<file path="src/sv/owbm_pkg.sv">
// Package for the one-wire bus master: constants, codes and payload types.
`timescale 1ns / 1ps
package owbm_pkg;

   localparam int PORT_COUNT    = 16;
   localparam int DIVIDER_WIDTH = 16;

   localparam logic [15:0] DIV_MASK  = 16'((32'd1 << DIVIDER_WIDTH) - 32'd1);
   localparam logic [15:0] PORT_MASK = 16'((32'd1 << PORT_COUNT) - 32'd1);

   // register reset values
   localparam logic [15:0] DIV_NORMAL_RST    = 16'(624 / 2);
   localparam logic [15:0] DIV_OVERDRIVE_RST = 16'(124 / 2);
   localparam logic [7:0]  RESET_LOW_RST     = 8'd96;
   localparam logic [7:0]  PRESENCE_RST      = 8'd110;
   localparam logic [7:0]  RESET_TOTAL_RST   = 8'd192;
   localparam logic [7:0]  SLOT_LOW_ONE_RST  = 8'd1;
   localparam logic [7:0]  SLOT_SAMPLE_RST   = 8'd3;
   localparam logic [7:0]  SLOT_TOTAL_RST    = 8'd14;

   // control word bit positions
   localparam int CTL_DATA      = 0;
   localparam int CTL_RESET     = 1;
   localparam int CTL_OVERDRIVE = 2;
   localparam int CTL_START     = 3;
   localparam int CTL_POWER     = 4;
   localparam int CTL_IRQ_PEND  = 6;
   localparam int CTL_IRQ_EN    = 7;

   typedef enum logic [1:0] {
      OP_IDLE  = 2'd0,
      OP_WRITE = 2'd1,
      OP_READ  = 2'd2,
      OP_NOP   = 2'd3
   } op_type;

   typedef enum logic [2:0] {
      CSR_DIV_NORMAL    = 3'd0,
      CSR_DIV_OVERDRIVE = 3'd1,
      CSR_RESET_LOW     = 3'd2,
      CSR_PRESENCE      = 3'd3,
      CSR_RESET_TOTAL   = 3'd4,
      CSR_SLOT_LOW_ONE  = 3'd5,
      CSR_SLOT_SAMPLE   = 3'd6,
      CSR_SLOT_TOTAL    = 3'd7
   } csr_index_type;

   typedef struct packed {
      logic [1:0]  operation;
      logic [31:0] write_data;
      logic        line_level;
   } req_type;

   typedef struct packed {
      logic [31:0] read_data;
      logic        drive_low;
      logic [3:0]  port_index;
      logic [15:0] strong_pullup;
      logic        interrupt;
   } rsp_type;

endpackage

</file>
<file path="src/sv/onewire_bus_master.sv">
// One-wire bus master: control register, prescaler, cycle timer and response register.
`timescale 1ns / 1ps
// Each request is one system clock of the bus master: an idle clock, a control
// register write or a control register read. One request is taken per cycle while
// no response waits unaccepted, and each is answered by exactly one response from
// the response register in the next cycle; a new request is taken in the same
// cycle that a waiting response leaves. Timing advances only on accepted requests.
// A write with the start bit set runs a reset/presence cycle or one data slot of
// total ticks, the prescaler dividing accepted requests down to ticks (a divider of 0
// counts as 1, a total of 0 or 1 as one tick); busy reads back set until it ends, after
// which the pending interrupt is raised. Reading the register clears the interrupt.
module onewire_bus_master
   import owbm_pkg::*;
(
   input  logic          clock,
   input  logic          reset,
   input  logic          req_valid,
   output logic          req_ready,
   input  req_type       req_data,
   output logic          rsp_valid,
   input  logic          rsp_ready,
   output rsp_type       rsp_data,
   input  logic          csr_we,
   input  csr_index_type csr_addr,
   input  logic [15:0]   csr_wdata
);

   // configuration
   logic [15:0] div_normal_ff, div_overdrive_ff;
   logic [7:0]  reset_low_ff, presence_ff, reset_total_ff;
   logic [7:0]  slot_low_one_ff, slot_sample_ff, slot_total_ff;

   // bus state
   logic [15:0] prescale_count_ff, prescale_count_in;
   logic [7:0]  tick_count_ff, tick_count_in;
   logic        busy_ff, busy_in;
   logic        reset_mode_ff, reset_mode_in;
   logic        overdrive_mode_ff, overdrive_mode_in;
   logic        data_bit_ff, data_bit_in;
   logic        slot_value_ff, slot_value_in;
   logic [3:0]  selected_port_ff, selected_port_in;
   logic [16:0] power_bits_ff, power_bits_in;
   logic        irq_pending_ff, irq_pending_in;
   logic        irq_enable_ff, irq_enable_in;

   logic        rsp_valid_ff, rsp_valid_in;
   rsp_type     rsp_ff, rsp_in;

   logic        accept;

   assign req_ready = !rsp_valid_ff || rsp_ready;
   assign accept    = req_valid && req_ready;
   assign rsp_valid = rsp_valid_ff;
   assign rsp_data  = rsp_ff;

   always_ff @(posedge clock) begin
      if (reset) begin
         div_normal_ff    <= DIV_NORMAL_RST;
         div_overdrive_ff <= DIV_OVERDRIVE_RST;
         reset_low_ff     <= RESET_LOW_RST;
         presence_ff      <= PRESENCE_RST;
         reset_total_ff   <= RESET_TOTAL_RST;
         slot_low_one_ff  <= SLOT_LOW_ONE_RST;
         slot_sample_ff   <= SLOT_SAMPLE_RST;
         slot_total_ff    <= SLOT_TOTAL_RST;
      end else if (csr_we) begin
         case (csr_addr)
            CSR_DIV_NORMAL:    div_normal_ff    <= csr_wdata;
            CSR_DIV_OVERDRIVE: div_overdrive_ff <= csr_wdata;
            CSR_RESET_LOW:     reset_low_ff     <= csr_wdata[7:0];
            CSR_PRESENCE:      presence_ff      <= csr_wdata[7:0];
            CSR_RESET_TOTAL:   reset_total_ff   <= csr_wdata[7:0];
            CSR_SLOT_LOW_ONE:  slot_low_one_ff  <= csr_wdata[7:0];
            CSR_SLOT_SAMPLE:   slot_sample_ff   <= csr_wdata[7:0];
            CSR_SLOT_TOTAL:    slot_total_ff    <= csr_wdata[7:0];
            default: ;
         endcase
      end
   end

   always_comb begin
      logic [15:0] div_sel;
      logic [15:0] pc_inc;
      logic [7:0]  tick_inc;
      logic [7:0]  sample;
      logic [7:0]  total;
      logic [3:0]  port;
      logic [31:0] image;
      logic [31:0] rd;
      logic        line_low;

      prescale_count_in = prescale_count_ff;
      tick_count_in     = tick_count_ff;
      busy_in           = busy_ff;
      reset_mode_in     = reset_mode_ff;
      overdrive_mode_in = overdrive_mode_ff;
      data_bit_in       = data_bit_ff;
      slot_value_in     = slot_value_ff;
      selected_port_in  = selected_port_ff;
      power_bits_in     = power_bits_ff;
      irq_pending_in    = irq_pending_ff;
      irq_enable_in     = irq_enable_ff;
      rd                = '0;
      port              = req_data.write_data[11:8];

      image                = '0;
      image[CTL_DATA]      = data_bit_ff;
      image[CTL_RESET]     = reset_mode_ff;
      image[CTL_OVERDRIVE] = overdrive_mode_ff;
      image[CTL_START]     = busy_ff;
      image[CTL_POWER]     = power_bits_ff[0];
      image[CTL_IRQ_PEND]  = irq_pending_ff;
      image[CTL_IRQ_EN]    = irq_enable_ff;
      image[11:8]          = selected_port_ff;
      image[31:16]         = power_bits_ff[16:1];

      div_sel = (overdrive_mode_ff ? div_overdrive_ff : div_normal_ff) & DIV_MASK;
      if (div_sel == '0) begin
         div_sel = 16'd1;
      end
      pc_inc   = (prescale_count_ff + 16'd1) & DIV_MASK;
      tick_inc = tick_count_ff + 8'd1;
      sample   = reset_mode_ff ? presence_ff : slot_sample_ff;
      total    = reset_mode_ff ? reset_total_ff : slot_total_ff;

      if (accept) begin
         case (req_data.operation)
            OP_READ: begin
               rd             = image;
               irq_pending_in = 1'b0;
            end
            OP_WRITE: begin
               // writes are dropped while a bus cycle runs
               if (!busy_ff) begin
                  irq_enable_in = req_data.write_data[CTL_IRQ_EN];
                  if ({1'b0, port} >= 5'(PORT_COUNT)) begin
                     port = 4'(PORT_COUNT - 1);
                  end
                  selected_port_in  = port;
                  power_bits_in     = {req_data.write_data[31:16] & PORT_MASK,
                                       req_data.write_data[CTL_POWER]};
                  overdrive_mode_in = req_data.write_data[CTL_OVERDRIVE];
                  if (req_data.write_data[CTL_START]) begin
                     busy_in           = 1'b1;
                     reset_mode_in     = req_data.write_data[CTL_RESET];
                     slot_value_in     = req_data.write_data[CTL_DATA];
                     data_bit_in       = req_data.write_data[CTL_DATA];
                     tick_count_in     = '0;
                     prescale_count_in = '0;
                     irq_pending_in    = 1'b0;
                  end
               end
            end
            default: ;
         endcase

         if (busy_ff) begin
            if (pc_inc != '0 && pc_inc < div_sel) begin
               prescale_count_in = pc_inc;
            end else begin
               prescale_count_in = '0;
               tick_count_in     = tick_inc;
               if (tick_inc == sample && sample < total) begin
                  data_bit_in = req_data.line_level;
               end
               if (tick_inc >= total) begin
                  busy_in        = 1'b0;
                  irq_pending_in = 1'b1;
                  tick_count_in  = '0;
               end
            end
         end
      end

      if (!busy_in) begin
         line_low = 1'b0;
      end else if (reset_mode_in) begin
         line_low = tick_count_in < reset_low_ff;
      end else if (slot_value_in) begin
         line_low = tick_count_in < slot_low_one_ff;
      end else begin
         // write-0 releases one tick before the slot ends
         line_low = ({1'b0, tick_count_in} + 9'd1) < {1'b0, slot_total_ff};
      end

      rsp_in.read_data     = rd;
      rsp_in.drive_low     = line_low;
      rsp_in.port_index    = selected_port_in;
      rsp_in.strong_pullup = power_bits_in[16:1] |
                             (16'(power_bits_in[0]) << selected_port_in);
      rsp_in.interrupt     = irq_pending_in && irq_enable_in;

      rsp_valid_in = accept || (rsp_valid_ff && !rsp_ready);
   end

   always_ff @(posedge clock) begin
      if (reset) begin
         prescale_count_ff <= '0;
         tick_count_ff     <= '0;
         busy_ff           <= 1'b0;
         reset_mode_ff     <= 1'b0;
         overdrive_mode_ff <= 1'b0;
         data_bit_ff       <= 1'b0;
         slot_value_ff     <= 1'b0;
         selected_port_ff  <= '0;
         power_bits_ff     <= '0;
         irq_pending_ff    <= 1'b0;
         irq_enable_ff     <= 1'b0;
         rsp_valid_ff      <= 1'b0;
      end else begin
         prescale_count_ff <= prescale_count_in;
         tick_count_ff     <= tick_count_in;
         busy_ff           <= busy_in;
         reset_mode_ff     <= reset_mode_in;
         overdrive_mode_ff <= overdrive_mode_in;
         data_bit_ff       <= data_bit_in;
         slot_value_ff     <= slot_value_in;
         selected_port_ff  <= selected_port_in;
         power_bits_ff     <= power_bits_in;
         irq_pending_ff    <= irq_pending_in;
         irq_enable_ff     <= irq_enable_in;
         rsp_valid_ff      <= rsp_valid_in;
      end
   end

   always_ff @(posedge clock) begin
      if (accept) begin
         rsp_ff <= rsp_in;
      end
   end

`ifndef SYNTH
   // timer is parked at zero whenever no bus cycle runs
   a_idle_timer: assert property (@(posedge clock) disable iff (reset)
      !busy_ff |-> (tick_count_ff == '0 && prescale_count_ff == '0))
      else $error("timer not parked while idle");

   // the line is only pulled low inside a bus cycle
   a_drive_busy: assert property (@(posedge clock) disable iff (reset)
      (rsp_valid_ff && rsp_ff.drive_low) |-> busy_ff)
      else $error("drive_low outside a bus cycle");

   a_irq_gated: assert property (@(posedge clock) disable iff (reset)
      (rsp_valid_ff && rsp_ff.interrupt) |-> (irq_enable_ff && irq_pending_ff))
      else $error("interrupt without enable and pending");

   a_start: assert property (@(posedge clock) disable iff (reset)
      (accept && !busy_ff && req_data.operation == OP_WRITE &&
       req_data.write_data[CTL_START]) |=> busy_ff)
      else $error("start request did not begin a bus cycle");
`endif

endmodule

</file>
<file path="config.mk">
export PLATFORM = sky130hd
export DESIGN_NAME = onewire_bus_master
export DESIGN_NICKNAME = d
export VERILOG_FILES = /design/src/sv/owbm_pkg.sv /design/src/sv/onewire_bus_master.sv
export SDC_FILE = /design/constraint.sdc
export NUM_CORES = 1
export LEC_CHECK = 0
export BUFFER_PORTS_ARGS = -buffer_cell sky130_fd_sc_hd__buf_2
export CAP_MARGIN = 20
export CELL_PAD_IN_SITES_DETAIL_PLACEMENT = 1
export CELL_PAD_IN_SITES_GLOBAL_PLACEMENT = 1
export CORE_MARGIN = 2
export CORE_UTILIZATION = 48
export DETAILED_ROUTE_END_ITERATION = 16
export MAX_ROUTING_LAYER = met4
export PLACE_DENSITY = 0.92
export SETUP_SLACK_MARGIN = 0.4
export SYNTH_ARGS = -nofsm -noshare
export SYNTH_HDL_FRONTEND = slang
export SYNTH_SLANG_ARGS = --single-unit
</file>
<file path="constraint.sdc">
create_clock -name clock -period 7.7 [get_ports clock]
set_input_delay 0 -clock clock [delete_from_list [all_inputs] [get_ports clock]]
set_output_delay 0 -clock clock [all_outputs]
set_load 0.005 [all_outputs]
</file>
==> run metrics <==
Initial Util 49.4%; drt wl/cell 20.5 µm; YS warnings 0; internal cell power 1.52 mW; fmax 159 MHz; Avg Cell Area, Syn 9.21 µm²; DR iter-0 viols 631; clock buffer depth 2; most frequent cell after synthesis nand2_1; synthesized instance count 1,009; clk_skew 19.9 ps; final setup violation count 0; WHS Path Cells 4; Distinct cells, synth 71; Detailed Place HPWL 18,600 µm; combinational power share 8.5%; setup_tns 0 ps; worst-margin pin slew 1100 ps; status completed; Critical Path RT 7930 ps; Tot GR Track Use 28.8%; reg2reg end rsp_data[21]; top cells by count, synth 168 x nand2_1, 133 x dfxtp_1, 77 x nor2_1, 70 x a21oi_1, 57 x ha_1; Final Wtd Congestion 0.842; Post-route DRC 0; clk root buf clkbuf_16; via count 7,971; layout cells sized above 1 15.3%; Reg power frac 49.5%; CTS resizes 0; CP Capture Type register; worst r2r path cells 22; Die Area 0.0205 mm²; Clk pwr share 41.9%; Antenna Nets Post-Route 0; Power Total 2.08 mW; CP Launch Type register; EDFF count, synth 49; RSZ-0062 raised after global routing false; Reg2Reg Launch Point prescale_count_ff[0]; crit path kind register to register; top-area cell type share of the netlist area 28.6%; Initial DRT Pass Iterations 5; TritonCTS clock tree built; Leak 4.71 nW; IO buf count 103; Synth Flop Type dfxtp_1; std cell rows 50; die span in x 143 µm; worst min path class primary input to register; num ports 115; grt total ovfl 0; DIE HEIGHT 143 µm; synthesized flop and latch total 182; Max Slew Vio Count 0; Worst slew margin 26.4%; Min-Delay Startpoint csr_addr[0]; Post-Synthesis Cell Area 0.00930 mm²; Final nets 1,242; initial antenna violation count 0; ys async rst share 0%; vias in the first global route 8,459; final period utilization 81.9%; Fillers 2,153; clk sinks 182; register area share after synthesis 44.5%; largest net degree at the start of global routing 87; CTS Buf Count 17; power per cell area 190 mW/mm²; Max FO, Critical Path 11; fin util 58.2%; Worst-path clk slew 80 ps; Peak VDD IR 0.154 mV; Reg2Reg Setup Slack 1390 ps; non-filler instance count after layout 1,399; H-tree depth 4; Switching Share 26.9%; global-route wire length before repair 44,100 µm; Via density 5.70; hold slack final 1.47 ps; drt total wl 28,700 µm; dpl cells 1,320; fin crit period 6310 ps; core area 0.0188 mm²; worst skew pair latency 450 ps; Synth area leader dfxtp_1; Hold EP div_normal_ff[0]; Data arrival, critical path 6540 ps; antenna diode count 0; area delta synth->final 17.8%; switching pwr 0.560 mW; final hold violation count 0; largest cells by area after synthesis dfxtp_1 29%, edfxtp_1 16%, ha_1 7.7%; Max-cap violations 0
[critical path, stage by stage, from the launching register on]
cell       delay [ps]
dfxtp_1           490
ha_1              360
and4_1            440
nand2_1           150
xnor2_1           290
ha_1              310
o21a_1            210
a21oi_1           250
nand3_1           110
a31oi_1           260
o21ai_2           180
o2111a_1          440
a22oi_1           490
inv_1             220
ha_1              310
nand4_1           110
xnor2_1           140
ha_1              280
a21o_1            190
a21oi_1           160
and3_1            180
o2111ai_1         170
o2bb2ai_1         340
[logic make-up after synthesis]
group / after synthesis / synth area share (%)
simple gates: 396 / 20.6
flops: 182 / 44.5
compound gates: 169 / 11.7
buf+inv: 104 / 4.91
mux: 65 / 7.24
fa+ha+maj: 57 / 7.67
xor+xnor: 35 / 3.38
other cells: 1 / 0.0403
[state kept, by name, indices dropped and copies added (netlist names)]
name               count
presence_ff            8
reset_total_ff         8
reset_mode_ff          1
busy_ff                1
reset_low_ff           8
irq_enable_ff          1
slot_sample_ff         8
irq_pending_ff         1
rsp_valid              1
data_bit_ff            1
overdrive_mode_ff      1
rsp_data              49
power_bits_ff         17
prescale_count_ff     16
div_normal_ff         16
selected_port_ff       4
div_overdrive_ff      16
slot_low_one_ff        8
tick_count_ff          8
slot_value_ff          1
slot_total_ff          8
[layout by cell type, fill, tap and decap left out, types with 3 or more instances in the layout]
cell / netlist / layout
conb_1: 1 / 5
a211o_1: 7 / 7
o2111ai_1: 4 / 4
a22oi_1: 21 / 21
o21a_1: 6 / 6
ha_1: 57 / 57
xor2_1: 8 / 8
edfxtp_1: 49 / 49
nor3b_1: 3 / 3
nand3_1: 22 / 22
mux2_2: 8 / 8
nor4_1: 5 / 5
and3_1: 7 / 7
dlygate4sd3_1: 0 / 44
a21oi_1: 70 / 70
nor2b_1: 11 / 11
xnor2_1: 26 / 26
inv_1: 40 / 40
buf_4: 7 / 9
buf_2: 6 / 102
nand2b_1: 9 / 9
nor2_1: 77 / 77
and2_1: 32 / 32
dfxtp_1: 133 / 133
clkbuf_16: 0 / 17
nand3b_1: 21 / 21
nor3_1: 13 / 12
or2_2: 3 / 3
nand4_1: 7 / 7
or3_1: 3 / 3
mux2i_1: 56 / 56
o21ai_0: 25 / 25
nand2_1: 168 / 168
a31oi_1: 6 / 6
inv_8: 0 / 6
a21o_1: 6 / 6
and4_1: 3 / 3
clkinv_4: 0 / 6
[power groups by stage]
| stage | Combinational, mW | Sequential (mW) | Clock [mW] |
|---|---|---|---|
| 2_1_floorplan | 0.0905 | 1.05 | 0 |
| 3_3_place_gp | 0.144 | 1.05 | 0 |
| 3_5_place_dp | 0.152 | 1.05 | 0 |
| 4_1_cts | 0.174 | 1.03 | 0.879 |
| 5_1_grt | 0.193 | 1.03 | 0.917 |
| 6_report | 0.177 | 1.03 | 0.872 |
[stage by stage]
stage	cell area [µm²]	setup WS, ps
CTS	10900	1530
floorplan	9310	3020
global route	11000	1190
detailed placement	9910	1820
finish	11000	1390
global placement	9910	2150
[final cells by class]
cell class                      count  area (µm²)  area share, %
Clock buffer                       17         425           3.88
Sequential cell                   182        4130           37.7
Multi-Input combinational cell    727        4730           43.2
Tap cell                          260         325           2.97
Inverter                           42         158           1.44
Timing Repair Buffer              156        1020           9.34
Clock inverter                     15         160           1.46
[what timing repair did]
action | 4_1_cts | 5_1_grt
setup buffers | 0 | 0
hold endpoints to repair | 116 | 0
hold buffers | 44 | 0
[worst max path at each step]
stage                    startpoint           end  slack (ps)  depth (start not counted)
6_report       prescale_count_ff[0]  rsp_data[21]        1390                         22
5_1_grt        prescale_count_ff[0]  rsp_data[21]        1190                         22
4_1_cts        prescale_count_ff[0]  rsp_data[21]        1530                         22
3_5_place_dp   prescale_count_ff[0]  rsp_data[21]        1820                         22
3_3_place_gp   prescale_count_ff[0]  rsp_data[21]        2150                         21
2_1_floorplan  prescale_count_ff[0]  rsp_data[21]        3020                         24
[metal layers]
metal | share of wire (%) | GRT usage, % | vias up | routed length (µm)
li1 | - | - | 3716 | -
met2 | 52 | 51.7 | 260 | 15000
met1 | 40 | 32.4 | 3933 | 11600
met4 | 2.3 | 10.6 | 0 | 660
met5 | 0 | - | - | 0
met3 | 4.9 | 4.26 | 62 | 1390
Power figures use the tool's default switching activity.
